[config.mk]
export PLATFORM = sky130hd
export DESIGN_NAME = integer_literal_parser
export DESIGN_NICKNAME = d
export VERILOG_FILES = /design/src/rtl/ilp_pkg.sv /design/src/rtl/ilp_front.sv /design/src/rtl/ilp_queue.sv /design/src/rtl/ilp_back.sv /design/src/rtl/integer_literal_parser.sv
export VERILOG_INCLUDE_DIRS = /design/src /design/src/rtl
export SDC_FILE = /design/constraint.sdc
export NUM_CORES = 1
export LEC_CHECK = 0
export BUFFER_PORTS_ARGS = -buffer_cell sky130_fd_sc_hd__buf_2
export CORE_MARGIN = 2
export CORE_UTILIZATION = 35
export DETAILED_ROUTE_END_ITERATION = 16
export PLACE_DENSITY = 0.52
export SLEW_MARGIN = 20
export SYNTH_ARGS = -nofsm -noshare
export SYNTH_HDL_FRONTEND = slang
export SYNTH_SLANG_ARGS = --single-unit
[constraint.sdc]
create_clock -name clk -period 7.1 [get_ports clk]
set_clock_uncertainty 0.2 [all_clocks]
set_input_delay 0 -clock clk [delete_from_list [all_inputs] [get_ports clk]]
set_output_delay 0 -clock clk [all_outputs]
set_load 0.03 [all_outputs]
[src/rtl/integer_literal_parser_assert.svh]
// Assertion macros used by the integer literal parser back end.
// Each macro names the assertion, the clock, the active-low reset, the
// antecedent, the consequent and the message text.
`ifndef INTEGER_LITERAL_PARSER_ASSERT_SVH
`define INTEGER_LITERAL_PARSER_ASSERT_SVH

// The consequent must hold in the same cycle as the antecedent.
`define ILP_ASSERT_IMPL(label, clk, rst_n, ante, cons, msg) \
	label: assert property (@(posedge clk) disable iff (!rst_n) (ante) |-> (cons)) \
		else $error(msg);

// The consequent must hold in the cycle after the antecedent.
`define ILP_ASSERT_NEXT(label, clk, rst_n, ante, cons, msg) \
	label: assert property (@(posedge clk) disable iff (!rst_n) (ante) |=> (cons)) \
		else $error(msg);

`endif

[src/rtl/ilp_pkg.sv]
// ----------------------------------------------------------------------------
// Integer literal parser package
// Types and constants shared by the front end, the queue and the back end.
// ----------------------------------------------------------------------------
package ilp_pkg;

	// Field widths.
	localparam int unsigned CHAR_W  = 8;
	localparam int unsigned MODE_W  = 2;
	localparam int unsigned VALUE_W = 64;
	localparam int unsigned DIGIT_W = 4;
	localparam int unsigned COUNT_W = 7;
	localparam int unsigned POS_W   = 2;

	// Default depth of the queue between front and back.
	localparam int unsigned QUEUE_DEPTH_DEF = 2;

	// Literal modes.
	localparam logic [MODE_W-1:0] MODE_UDEC = 2'd0;
	localparam logic [MODE_W-1:0] MODE_SDEC = 2'd1;
	localparam logic [MODE_W-1:0] MODE_BIN  = 2'd2;
	localparam logic [MODE_W-1:0] MODE_HEX  = 2'd3;

	// Character codes.
	localparam logic [CHAR_W-1:0] CH_UNDER = 8'h5F;
	localparam logic [CHAR_W-1:0] CH_ZERO  = 8'h30;
	localparam logic [CHAR_W-1:0] CH_NINE  = 8'h39;
	localparam logic [CHAR_W-1:0] CH_LOW_B = 8'h62;
	localparam logic [CHAR_W-1:0] CH_LOW_X = 8'h78;
	localparam logic [CHAR_W-1:0] CH_UP_A  = 8'h41;
	localparam logic [CHAR_W-1:0] CH_UP_F  = 8'h46;
	localparam logic [CHAR_W-1:0] CH_LOW_A = 8'h61;
	localparam logic [CHAR_W-1:0] CH_LOW_F = 8'h66;
	localparam logic [CHAR_W-1:0] CH_PLUS  = 8'h2B;
	localparam logic [CHAR_W-1:0] CH_MINUS = 8'h2D;
	localparam logic [CHAR_W-1:0] HEX_LETTER_BASE = 8'd10;

	// Character positions within a literal; the position saturates.
	localparam logic [POS_W-1:0] POS_FIRST  = 2'd0;
	localparam logic [POS_W-1:0] POS_SECOND = 2'd1;
	localparam logic [POS_W-1:0] POS_SAT    = 2'd3;

	// Digit limits for prefixed literals.
	localparam logic [COUNT_W-1:0] BIN_DIGIT_LIMIT = 7'd64;
	localparam logic [COUNT_W-1:0] HEX_DIGIT_LIMIT = 7'd16;
	localparam logic [COUNT_W-1:0] COUNT_SAT       = 7'd65;

	// Decimal limits, held at the width of acc*10 + digit.
	localparam int unsigned PROD_W = VALUE_W + 4;
	localparam logic [PROD_W-1:0] U64_LIMIT     = 68'h0_FFFF_FFFF_FFFF_FFFF;
	localparam logic [PROD_W-1:0] S64_MAG_LIMIT = 68'h0_7FFF_FFFF_FFFF_FFFF;

	// One classified character as it travels from front to back.
	typedef struct packed {
		logic [MODE_W-1:0]  mode;
		logic               last;
		logic [DIGIT_W-1:0] digit;
		logic               is_dec;
		logic               is_hex_letter;
		logic               is_under;
		logic               is_plus;
		logic               is_minus;
		logic               is_low_b;
		logic               is_low_x;
	} ilp_char_t;

endpackage

[src/rtl/ilp_front.sv]
// ----------------------------------------------------------------------------
// Integer literal parser front end
// Takes character transfers and classifies each byte for the back end.
// ----------------------------------------------------------------------------
module ilp_front
	import ilp_pkg::*;
(
	input  logic              s_tvalid,
	output logic              s_tready,
	input  logic [CHAR_W-1:0] s_tdata,  // [7:0] char_code
	input  logic [MODE_W-1:0] s_tuser,  // [1:0] mode
	input  logic              s_tlast,
	input  logic              q_full,
	output logic              push,
	output ilp_char_t         push_item
);

	logic [CHAR_W-1:0] dec_off;
	logic [CHAR_W-1:0] up_off;
	logic [CHAR_W-1:0] low_off;
	logic              is_up;
	logic              is_low;

	// A character is taken whenever the queue has room.
	assign s_tready = !q_full;
	assign push     = s_tvalid && !q_full;

	// Character classes and digit values.
	assign dec_off = s_tdata - CH_ZERO;
	assign up_off  = s_tdata - CH_UP_A + HEX_LETTER_BASE;
	assign low_off = s_tdata - CH_LOW_A + HEX_LETTER_BASE;
	assign is_up   = (s_tdata >= CH_UP_A) && (s_tdata <= CH_UP_F);
	assign is_low  = (s_tdata >= CH_LOW_A) && (s_tdata <= CH_LOW_F);

	always_comb begin
		push_item.mode          = s_tuser;
		push_item.last          = s_tlast;
		push_item.is_dec        = (s_tdata >= CH_ZERO) && (s_tdata <= CH_NINE);
		push_item.is_hex_letter = is_up || is_low;
		push_item.is_under      = (s_tdata == CH_UNDER);
		push_item.is_plus       = (s_tdata == CH_PLUS);
		push_item.is_minus      = (s_tdata == CH_MINUS);
		push_item.is_low_b      = (s_tdata == CH_LOW_B);
		push_item.is_low_x      = (s_tdata == CH_LOW_X);
		if (is_up) begin
			push_item.digit = up_off[DIGIT_W-1:0];
		end else if (is_low) begin
			push_item.digit = low_off[DIGIT_W-1:0];
		end else begin
			push_item.digit = dec_off[DIGIT_W-1:0];
		end
	end

endmodule

[src/rtl/ilp_queue.sv]
// ----------------------------------------------------------------------------
// Integer literal parser queue
// Short FIFO of classified characters between the front and back ends.
// ----------------------------------------------------------------------------
module ilp_queue
	import ilp_pkg::*;
#(
	parameter int unsigned DEPTH = QUEUE_DEPTH_DEF
) (
	input  logic      clk,
	input  logic      arst_n,
	input  logic      push,
	input  ilp_char_t push_item,
	input  logic      pop,
	output logic      full,
	output logic      not_empty,
	output ilp_char_t head_item
);

	localparam int unsigned PTR_W = (DEPTH > 1) ? $clog2(DEPTH) : 1;
	localparam int unsigned CNT_W = $clog2(DEPTH + 1);

	ilp_char_t        entry_q [DEPTH];
	logic [PTR_W-1:0] wr_ptr_q;
	logic [PTR_W-1:0] rd_ptr_q;
	logic [CNT_W-1:0] count_q;

	assign full      = (count_q == CNT_W'(DEPTH));
	assign not_empty = (count_q != '0);
	assign head_item = entry_q[rd_ptr_q];

	// Pointers and fill count.
	always_ff @(posedge clk or negedge arst_n) begin
		if (!arst_n) begin
			wr_ptr_q <= '0;
			rd_ptr_q <= '0;
			count_q  <= '0;
		end else begin
			if (push) begin
				wr_ptr_q <= (wr_ptr_q == PTR_W'(DEPTH - 1)) ? '0 : wr_ptr_q + 1'b1;
			end
			if (pop) begin
				rd_ptr_q <= (rd_ptr_q == PTR_W'(DEPTH - 1)) ? '0 : rd_ptr_q + 1'b1;
			end
			if (push && !pop) begin
				count_q <= count_q + 1'b1;
			end else if (pop && !push) begin
				count_q <= count_q - 1'b1;
			end
		end
	end

	// Entry storage.
	always_ff @(posedge clk) begin
		if (push) begin
			entry_q[wr_ptr_q] <= push_item;
		end
	end

endmodule

[src/rtl/ilp_back.sv]
// ----------------------------------------------------------------------------
// Integer literal parser back end
// Runs the accumulator one character per cycle unless stalled; delivers the result.
// ----------------------------------------------------------------------------
`include "integer_literal_parser_assert.svh"

module ilp_back
	import ilp_pkg::*;
(
	input  logic               clk,
	input  logic               arst_n,
	input  logic               q_valid,
	input  ilp_char_t          q_item,
	output logic               q_pop,
	output logic               m_tvalid,
	input  logic               m_tready,
	output logic [VALUE_W-1:0] m_tdata,  // [63:0] value
	output logic [0:0]         m_tuser   // [0] ok
);

	// Literal state.
	logic [POS_W-1:0]   pos_q;
	logic [MODE_W-1:0]  mode_q;
	logic [VALUE_W-1:0] acc_q;
	logic               failed_q;
	logic [COUNT_W-1:0] cnt_q;
	logic               neg_q;
	logic               sign_q;

	// Next literal state.
	logic [MODE_W-1:0]  cur_mode;
	logic [VALUE_W-1:0] n_acc;
	logic               n_failed;
	logic [COUNT_W-1:0] n_cnt;
	logic               n_neg;
	logic               n_sign;
	logic [POS_W-1:0]   n_pos;
	logic               lit_bad;

	// Step helpers.
	logic [PROD_W-1:0]  acc_wide;
	logic [PROD_W-1:0]  dec_prod;
	logic [PROD_W-1:0]  dec_limit;
	logic               dec_start;
	logic               is_hex;
	logic [COUNT_W-1:0] digit_limit;
	logic [COUNT_W-1:0] cnt_inc;

	// Result stage and output register.
	logic               res_valid_s1;
	logic [VALUE_W-1:0] res_acc_s1;
	logic               res_neg_s1;
	logic               res_bad_s1;
	logic               res_ready;
	logic               out_load;
	logic               out_valid_q;
	logic [VALUE_W-1:0] out_value_q;
	logic               out_ok_q;

	// Flow control: a last character needs room in the result stage.
	assign out_load  = res_valid_s1 && (!out_valid_q || m_tready);
	assign res_ready = !res_valid_s1 || out_load;
	assign q_pop     = q_valid && (!q_item.last || res_ready);

	// Decimal step: acc*10 + digit with an exact range test.
	assign acc_wide    = {{(PROD_W - VALUE_W){1'b0}}, acc_q};
	assign dec_prod    = (acc_wide << 3) + (acc_wide << 1) + PROD_W'(q_item.digit);
	assign cur_mode    = (pos_q == POS_FIRST) ? q_item.mode : mode_q;
	assign dec_limit   = (cur_mode == MODE_SDEC) ? S64_MAG_LIMIT : U64_LIMIT;
	assign dec_start   = (pos_q == (sign_q ? POS_SECOND : POS_FIRST));
	assign is_hex      = (cur_mode == MODE_HEX);
	assign digit_limit = is_hex ? HEX_DIGIT_LIMIT : BIN_DIGIT_LIMIT;
	assign cnt_inc     = (cnt_q < COUNT_SAT) ? cnt_q + 1'b1 : cnt_q;
	assign n_pos       = (pos_q == POS_SAT) ? POS_SAT : pos_q + 1'b1;

	// Character step; an earlier failure freezes the literal.
	always_comb begin
		n_acc    = acc_q;
		n_failed = failed_q;
		n_cnt    = cnt_q;
		n_neg    = neg_q;
		n_sign   = sign_q;
		if (!failed_q) begin
			unique case (cur_mode)
				MODE_UDEC, MODE_SDEC: begin
					if ((cur_mode == MODE_SDEC) && (pos_q == POS_FIRST) &&
					    (q_item.is_plus || q_item.is_minus)) begin
						n_sign = 1'b1;
						n_neg  = q_item.is_minus;
					end else if (q_item.is_under) begin
						n_failed = dec_start;
					end else if (!q_item.is_dec) begin
						n_failed = 1'b1;
					end else if (dec_prod > dec_limit) begin
						n_failed = 1'b1;
					end else begin
						n_acc = dec_prod[VALUE_W-1:0];
					end
				end
				MODE_BIN, MODE_HEX: begin
					if (pos_q == POS_FIRST) begin
						n_failed = !(q_item.is_dec && (q_item.digit == '0));
					end else if (pos_q == POS_SECOND) begin
						n_failed = !(is_hex ? q_item.is_low_x : q_item.is_low_b);
					end else if (q_item.is_under) begin
						n_failed = 1'b0;
					end else if (!(q_item.is_dec || (is_hex && q_item.is_hex_letter)) ||
					             (!is_hex && (q_item.digit > 4'd1))) begin
						n_failed = 1'b1;
					end else begin
						n_acc = is_hex ? {acc_q[VALUE_W-5:0], q_item.digit}
						               : {acc_q[VALUE_W-2:0], q_item.digit[0]};
						n_cnt = cnt_inc;
						n_failed = (cnt_inc > digit_limit);
					end
				end
			endcase
		end
	end

	// Checks made when the literal ends.
	assign lit_bad = n_failed ||
	                 ((cur_mode == MODE_SDEC) && n_sign && (pos_q == POS_FIRST)) ||
	                 (((cur_mode == MODE_BIN) || (cur_mode == MODE_HEX)) && !pos_q[1]);

	// Literal state update; a last character clears it.
	always_ff @(posedge clk or negedge arst_n) begin
		if (!arst_n) begin
			pos_q    <= POS_FIRST;
			mode_q   <= MODE_UDEC;
			acc_q    <= '0;
			failed_q <= 1'b0;
			cnt_q    <= '0;
			neg_q    <= 1'b0;
			sign_q   <= 1'b0;
		end else if (q_pop) begin
			if (q_item.last) begin
				pos_q    <= POS_FIRST;
				mode_q   <= MODE_UDEC;
				acc_q    <= '0;
				failed_q <= 1'b0;
				cnt_q    <= '0;
				neg_q    <= 1'b0;
				sign_q   <= 1'b0;
			end else begin
				pos_q    <= n_pos;
				mode_q   <= cur_mode;
				acc_q    <= n_acc;
				failed_q <= n_failed;
				cnt_q    <= n_cnt;
				neg_q    <= n_neg;
				sign_q   <= n_sign;
			end
		end
	end

	// Valid flags of the result stage and the output register.
	always_ff @(posedge clk or negedge arst_n) begin
		if (!arst_n) begin
			res_valid_s1 <= 1'b0;
			out_valid_q  <= 1'b0;
		end else begin
			if (q_pop && q_item.last) begin
				res_valid_s1 <= 1'b1;
			end else if (out_load) begin
				res_valid_s1 <= 1'b0;
			end
			if (out_load) begin
				out_valid_q <= 1'b1;
			end else if (m_tready) begin
				out_valid_q <= 1'b0;
			end
		end
	end

	// Result payload; the sign is applied in its own stage.
	always_ff @(posedge clk) begin
		if (q_pop && q_item.last) begin
			res_acc_s1 <= n_acc;
			res_neg_s1 <= (cur_mode == MODE_SDEC) && n_neg;
			res_bad_s1 <= lit_bad;
		end
		if (out_load) begin
			if (res_bad_s1) begin
				out_value_q <= '0;
			end else if (res_neg_s1) begin
				out_value_q <= '0 - res_acc_s1;
			end else begin
				out_value_q <= res_acc_s1;
			end
			out_ok_q <= !res_bad_s1;
		end
	end

	assign m_tvalid   = out_valid_q;
	assign m_tdata    = out_value_q;
	assign m_tuser[0] = out_ok_q;

	// A failed literal always reports a zero value.
	`ILP_ASSERT_IMPL(a_fail_value_zero, clk, arst_n, out_valid_q && !out_ok_q, out_value_q == '0, "failed result carries a nonzero value")
	// The literal state is clear after its last character.
	`ILP_ASSERT_NEXT(a_clear_after_last, clk, arst_n, q_pop && q_item.last, (pos_q == POS_FIRST) && !failed_q && (cnt_q == '0), "literal state not cleared after last character")
	// A waiting result is not dropped while the output register is full.
	`ILP_ASSERT_NEXT(a_result_held, clk, arst_n, res_valid_s1 && !out_load, res_valid_s1, "pending result lost")

endmodule

[src/rtl/integer_literal_parser.sv]
// Throughput: one character per cycle while the sink keeps up; a stalled sink holds
// back only the last character of a literal, and the queue then fills.
// Result path: the last character of a literal loads the result stage, then the output
// register driving m_tvalid (accumulator step, then sign stage); the transfer can follow at once.
// The rate is set by the accumulator, which takes one character per cycle unless stalled.
// Reset: arst_n clears all control and literal state at once; no clearing pass.
// ----------------------------------------------------------------------------
// Integer literal parser
// Parses decimal, signed decimal, binary and hex literals one character at a
// time and returns the value with an ok flag on the last character.
// ----------------------------------------------------------------------------
module integer_literal_parser
	import ilp_pkg::*;
#(
	parameter int unsigned QUEUE_DEPTH = QUEUE_DEPTH_DEF
) (
	input  logic               clk,
	input  logic               arst_n,
	input  logic               s_tvalid,
	output logic               s_tready,
	input  logic [CHAR_W-1:0]  s_tdata,   // [7:0] char_code
	input  logic [MODE_W-1:0]  s_tuser,   // [1:0] mode
	input  logic               s_tlast,
	output logic               m_tvalid,
	input  logic               m_tready,
	output logic [VALUE_W-1:0] m_tdata,   // [63:0] value
	output logic [0:0]         m_tuser    // [0] ok
);

	logic      push;
	ilp_char_t push_item;
	logic      q_full;
	logic      q_not_empty;
	logic      q_pop;
	ilp_char_t head_item;

	// Front end: accept and classify characters.
	ilp_front u_front (
		.s_tvalid  (s_tvalid),
		.s_tready  (s_tready),
		.s_tdata   (s_tdata),
		.s_tuser   (s_tuser),
		.s_tlast   (s_tlast),
		.q_full    (q_full),
		.push      (push),
		.push_item (push_item)
	);

	// Queue between front and back.
	ilp_queue #(
		.DEPTH (QUEUE_DEPTH)
	) u_queue (
		.clk       (clk),
		.arst_n    (arst_n),
		.push      (push),
		.push_item (push_item),
		.pop       (q_pop),
		.full      (q_full),
		.not_empty (q_not_empty),
		.head_item (head_item)
	);

	// Back end: accumulate and deliver results.
	ilp_back u_back (
		.clk      (clk),
		.arst_n   (arst_n),
		.q_valid  (q_not_empty),
		.q_item   (head_item),
		.q_pop    (q_pop),
		.m_tvalid (m_tvalid),
		.m_tready (m_tready),
		.m_tdata  (m_tdata),
		.m_tuser  (m_tuser)
	);

endmodule
* Word-level counts from Yosys, hierarchy flattened
Memories as Yosys holds them, arrays and structs flattened. Cells that the tools add are included.
Cells by class: add/subtract/negate cells 14, $lt $le $gt $ge 10, eq/ne operators 17, mux-type cells 60, reductions and logical operators 51
Operators with widths (number):
- $mux 64 | 13
- $pmux 64 s2 | 1
- $add 67x65->68 | 1
- $add 68x4->68 | 1
- $gt 68x68->1 | 1
- $sub 1x64->64 const A | 1
- $mux 7 | 9
- $mux 1 | 28
- $eq 8x7->1 const B | 3
- $logic_and 1x1->1 | 18
- $eq 8x6->1 const B | 2
- $ge 8x7->1 const B | 2
- $le 8x7->1 const B | 2
- $logic_not 1->1 | 12
- $mux 2 | 6
- $sub 4x1->4 const B | 3
- $logic_or 1x1->1 | 10
- $ne 2x1->1 const B | 5
- $reduce_bool 2->1 | 5
- $add 4x4->4 const B | 2
- $eq 2x2->1 const B | 4
- $ge 8x6->1 const B | 1
- $le 8x6->1 const B | 1
- $mux 4 | 2
- 14 further kinds | 19
Word-level totals: register bits 215, memory bits (writable) 28, bits of input ports 15, logic and storage cells 170, memories kept 1
Memory list:
- u_queue.entry_q | words 2, width 14, read ports 1, clocked after memory_dff 0, write ports 1, RTL line ilp_queue.sv:23 | ilp_char_t entry_q [DEPTH];

* Depth between registers and ports, before layout
depth in word-level cells 15, gate-level depth with buffers 27

* Cells and area by module
Synthesis repeated with hierarchy kept, for this count alone.
Unflattened totals: cells, all modules 2186, area total of the unflattened synthesis 19713.9 um^2
Modules (own cells, without submodules):
- ilp_back | instances 1, cells an instance 2085, area each 18152.4 um^2
- ilp_queue | instances 1, cells an instance 60, area each 1252.5 um^2
- ilp_front | instances 1, cells an instance 41, area each 309.0 um^2

* Least setup slack after synthesis
OpenSTA, ideal clock, no wires.
path type flip-flop to flip-flop, start point register u_queue.rd_ptr_q, end point register u_back.res_acc_s1[0], data pin, arrival time 6.185 ns, path slack 0.450 ns, stages on the path, launching flop included 27, clock period less this slack 6.650 ns, path through dfrtp_1 clkbuf_1 buf_1 mux2_2 ha_1 ha_1 a21oi_1 nor2_1 o21ai_1 a2111oi_2 nor4_1 o31a_1 nor3_1 nor2_1 xnor2_1 ha_1 nand4_1 nor3_1 nand3_1 nor3_1 nand4_1 nor4_1 a41oi_1 or4_1 buf_2 and3_1 or3_1
On the way: cells in the longest elaborated chain, start to end 13
RTL lines:
- start: declaration | RTL line ilp_queue.sv:25 | logic [PTR_W-1:0] rd_ptr_q;
- start signal: assignment | RTL line ilp_queue.sv:43 | rd_ptr_q <= (rd_ptr_q == PTR_W'(DEPTH - 1)) ? '0 : rd_ptr_q + 1'b1;
- $mem_v2 2x14 (*)
- branches (longest 10 deep; another with $add 68x4->68)
- $pmux 64 s2 (*) | RTL line ilp_back.sv:84 | unique case (cur_mode)
- $mux 64 (*) | RTL line ilp_back.sv:83 | if (!failed_q) begin
- named net u_back.n_acc[0] | RTL line ilp_back.sv:32 | logic [VALUE_W-1:0] n_acc;
- end signal: assignment | RTL line ilp_back.sv:179 | res_acc_s1 <= n_acc;
- end: declaration | RTL line ilp_back.sv:51 | logic [VALUE_W-1:0] res_acc_s1;
Mark *: on every way through the listed nets, which the timed path passes. A chain may end at the register's enable or synchronous reset.

* Worst setup path after layout
start point register u_back.acc_q[31], end point register u_back.res_acc_s1[9], data pin
On the way: cells in the longest elaborated chain, start to end 9
RTL lines:
- start: declaration | RTL line ilp_back.sv:24 | logic [VALUE_W-1:0] acc_q;
- start signal: assignment | RTL line ilp_back.sv:148 | acc_q <= n_acc;
- $add 67x65->68 | RTL line ilp_back.sv:67 | assign dec_prod = (acc_wide << 3) + (acc_wide << 1) + PROD_W'(q_item.digit);
- $add 68x4->68 | RTL line ilp_back.sv:67
- $gt 68x68->1 | RTL line ilp_back.sv:94 | end else if (dec_prod > dec_limit) begin
- $mux 64 | RTL line ilp_back.sv:94
- $mux 64 | RTL line ilp_back.sv:92 | end else if (!q_item.is_dec) begin
- $mux 64 | RTL line ilp_back.sv:90 | end else if (q_item.is_under) begin
- $mux 64 | RTL line ilp_back.sv:86 | if ((cur_mode == MODE_SDEC) && (pos_q == POS_FIRST) &&
- $pmux 64 s2 | RTL line ilp_back.sv:84
- $mux 64 | RTL line ilp_back.sv:83
- named net u_back.n_acc[9] | RTL line ilp_back.sv:32
The timed path passes the listed nets, and every way through them passes these cells.

==> flow_metrics.env <==
export IMPL_grt_max_degree=70
export IMPL_hold_viol=0
export IMPL_die_area_um2=57300
export IMPL_synth_xor_area_share_pct=5.38
export IMPL_yosysTopAreaCell="edfxtp_1"
export IMPL_cp_data_required_time_ns=7.18
export IMPL_fp_row_count=86
export IMPL_postSynthAreaPerCell_um2=8.36
export IMPL_gp_congestion=0.997
export IMPL_clock_root_buffer="clkbuf_16"
export IMPL_critical_path_cell_count=24
export IMPL_synth_top_family_by_area="compound AO/OA/AOI/OAI gates"
export IMPL_ys_warn_count=0
export IMPL_critPathTopFamily="simple AND/OR/NAND/NOR gates"
export IMPL_path_buf_inv=2
export IMPL_r2r_worst_path_cells=24
export IMPL_max_cap_violations=0
export IMPL_yosys_register_bits=243
export IMPL_postLayoutCoreUtil_pct=40.6
export IMPL_crit_chain="ha_1, ha_1, a21oi_1, o21ai_0, a21o_1, a22o_1, nor4_1, o31a_1, nor3_2, nor2_1, xnor2_1, ha_1, nand4_1, nor3_1, nand3_1, nor3_1, nand4_1, nor4_1, buf_4, nand4_1, or4_1, a21oi_4, buf_12, o21ai_0"
export IMPL_antennaDiodeCount=0
export IMPL_vias=18900
export IMPL_finalNetCount=2567
export IMPL_grt_overflow_total=0
export IMPL_seqCellArea_um2=6880
export IMPL_hold_path_depth=4
export IMPL_min_period_over_period_pct=96.2
export IMPL_critPathMaxFanout=40
export IMPL_cts_buffer_depth=3
export IMPL_wl_per_cell_um=22.9
export IMPL_path_clk_slew_ns=0.06
export IMPL_io_pins=82
export IMPL_synth_fa_ha_area_share_pct=9.12
export IMPL_netlist_top_cells_count="280 x nor2_1, 254 x o21ai_0, 223 x nand2_1"
export IMPL_first_iter_violations=2265
export IMPL_layout_setup_ws_ns=0.269
export IMPL_synth_area_leaders="edfxtp_1 25%, dfrtp_1 11%, ha_1 8.9%"
export IMPL_post_drt_via_cell_ratio=6.01
export IMPL_dpl_worst_slack_ns=0.326
export IMPL_synth_top_area_share_pct=24.6
export IMPL_cts_htree_levels=1
export IMPL_grt_antenna_before_repair=1
export IMPL_synthFlopType="edfxtp_1"
export IMPL_min_period_ns=6.83
export IMPL_n_fill_cell=5528
export IMPL_netlist_area_um2=19400
export IMPL_total_power_uw=8600
export IMPL_fp_dieW_um=239
export IMPL_slew_viol_final=0
export IMPL_status="complete, no violations"
export IMPL_netlist_cell_type_count=81
export IMPL_first_global_vias=17500
export IMPL_finalSetupViolCount=0
export IMPL_wirelength_mm=71.7
export IMPL_synthMuxAreaShare_pct=1.30
export IMPL_synth_compound_area_share_pct=25.3
export IMPL_cp_end_kind="register"
export IMPL_drcViolationCount=0
export IMPL_cp_slowest_cell="or4_1"
export IMPL_area_growth_syn_to_layout_pct=14.9
export IMPL_cts_buffers_inserted=29
export IMPL_portBuffers=81
export IMPL_finalSetupTns_ns=0
export IMPL_synthArstFlopShare_pct=34.6
export IMPL_relSlewSlack_pct=28.2
export IMPL_synth_cells=2317
export IMPL_ys_seq_area_share_pct=35.5
export IMPL_clock_sinks=243
export IMPL_synth_edff_count=159
export IMPL_ir_worst_vdd_mv=0.201
export IMPL_grt_usage_pct=24.7
export IMPL_leakagePower_uw=0.00851
export IMPL_cts_tree="built"
export IMPL_yosys_area_share_simple_pct=18.9
export IMPL_drive_gt1_share_pct=11.5
export IMPL_synth_nets=2472
export IMPL_placeableCoreArea_um2=54900
export IMPL_tightest_slew_ns=1.07
export IMPL_start_util_pct=35.3
export IMPL_critPathLaunchType="register"
export IMPL_dp_hpwl_mm=54.9
export IMPL_insertion_delay_ns=0.61
export IMPL_multi_input_area_um2=11700
export IMPL_die_y_um=239
export IMPL_timing_fmax_mhz=146
export IMPL_grt_pass1_wl_mm=109
export IMPL_cp_data_arrival_time_ns=6.92
export IMPL_path_class="reg -> reg"
export IMPL_ant_nets=0
export IMPL_firstDrtPassIters=5
export IMPL_cp_slowest_stage_delay_ns=0.58
export IMPL_worstHoldPathType="in -> reg"
export IMPL_hold_worst_slack_ns=0.0309
export IMPL_pwr_density_cell_nw_per_um2=386
export IMPL_yosysMostFrequentCell="nor2_1"
-- flip-flops by register name, summed over array words and instances (netlist names), 2 cells and up --
register           flops
u_back.pos_q           2
u_back.m_tdata        64
u_back.mode_q          2
u_queue.count_q        2
u_back.acc_q          64
u_queue.entry_q       28
u_back.cnt_q           7
u_back.res_acc_s1     64
-- metal layers --
layer	vias up	track usage (%)	routed length [um]
met4	2	7.95	2350
met5	-	0	13
met2	903	36.7	30100
met3	121	3.07	5990
li1	8841	-	-
met1	8984	36.9	33300
-- layout make-up --
class                           count  share of cell area (%)
Sequential cell                   243                    30.9
Tap cell                          704                    3.96
Clock buffer                       39                    3.47
Timing Repair Buffer              207                    6.82
Multi-Input combinational cell   1841                    52.7
Clock inverter                     15                   0.663
Inverter                           90                    1.52
-- tightest hold or removal path, stage by stage --
cell           delay, ns
dlygate4sd3_1       0.52
buf_2               0.10
nand2b_1            0.10
nand2b_1            0.05
-- logic make-up after synthesis --
group                    count (synthesis)
flip-flops                             243
AO/OA/AOI/OAI                          771
XOR/XNOR                               119
AND/OR/NAND/NOR                        788
buffers and inverters                  233
adder cells (fa/ha/maj)                140
multiplexers                            23
-- final timing paths --
path,endpoint,slack (ns),from
worst min-delay path,u_back.m_tvalid$_DFFE_PN0P_,0.03,m_tready
worst min register to register,u_back.m_tvalid$_DFFE_PN0P_,0.28,u_back.res_valid_s1$_DFFE_PN0P_
worst max register to register,u_back.res_acc_s1[9]$_DFFE_PP_,0.27,u_back.acc_q[31]$_DFFE_PN0P_
min in group asynchronous,u_back.acc_q[7]$_DFFE_PN0P_,0.26,arst_n
max in group asynchronous,u_back.acc_q[54]$_DFFE_PN0P_,5.60,arst_n
worst max-delay path,u_back.res_acc_s1[9]$_DFFE_PP_,0.27,u_back.acc_q[31]$_DFFE_PN0P_
-- what timing repair did --
| action | CTS | global route |
|---|---|---|
| gates resized for setup | 0 | 5 |
| setup endpoints to repair | 0 | 64 |
| hold endpoints to repair | 147 | 0 |
| setup buffers | 0 | 0 |
| hold buffers | 27 | 0 |
-- report_power, final --
group | switching [uW] | total (uW) | leakage (uW) | internal, uW
Sequential | 443 | 2650 | 0.00271 | 2210
Clock | 640 | 1480 | 0.000448 | 842
Combinational | 3160 | 4460 | 0.00535 | 1310
Total | 4240 | 8600 | 0.00851 | 4360
-- per-stage QoR --
stage / cells / cell area [um^2]
3_3_place_gp: 3058 / 21000
3_5_place_dp: 3058 / 21000
6_report: 3139 / 22300
2_1_floorplan: 2317 / 19400
5_1_grt: 3139 / 22300
4_1_cts: 3139 / 22200
-- cell usage in the layout, fill, tap and decap left out, drive strengths merged, types with 45 or more instances in the layout --
| master | instances |
|---|---|
| a21oi | 161 |
| buf | 181 |
| dfrtp | 84 |
| edfxtp | 159 |
| ha | 138 |
| inv | 91 |
| nand2 | 223 |
| nand4 | 49 |
| nor2 | 280 |
| nor3 | 57 |
| o211ai | 96 |
| o21ai | 259 |
| xnor2 | 45 |
| xor2 | 74 |
Power figures use the tool's default switching activity.
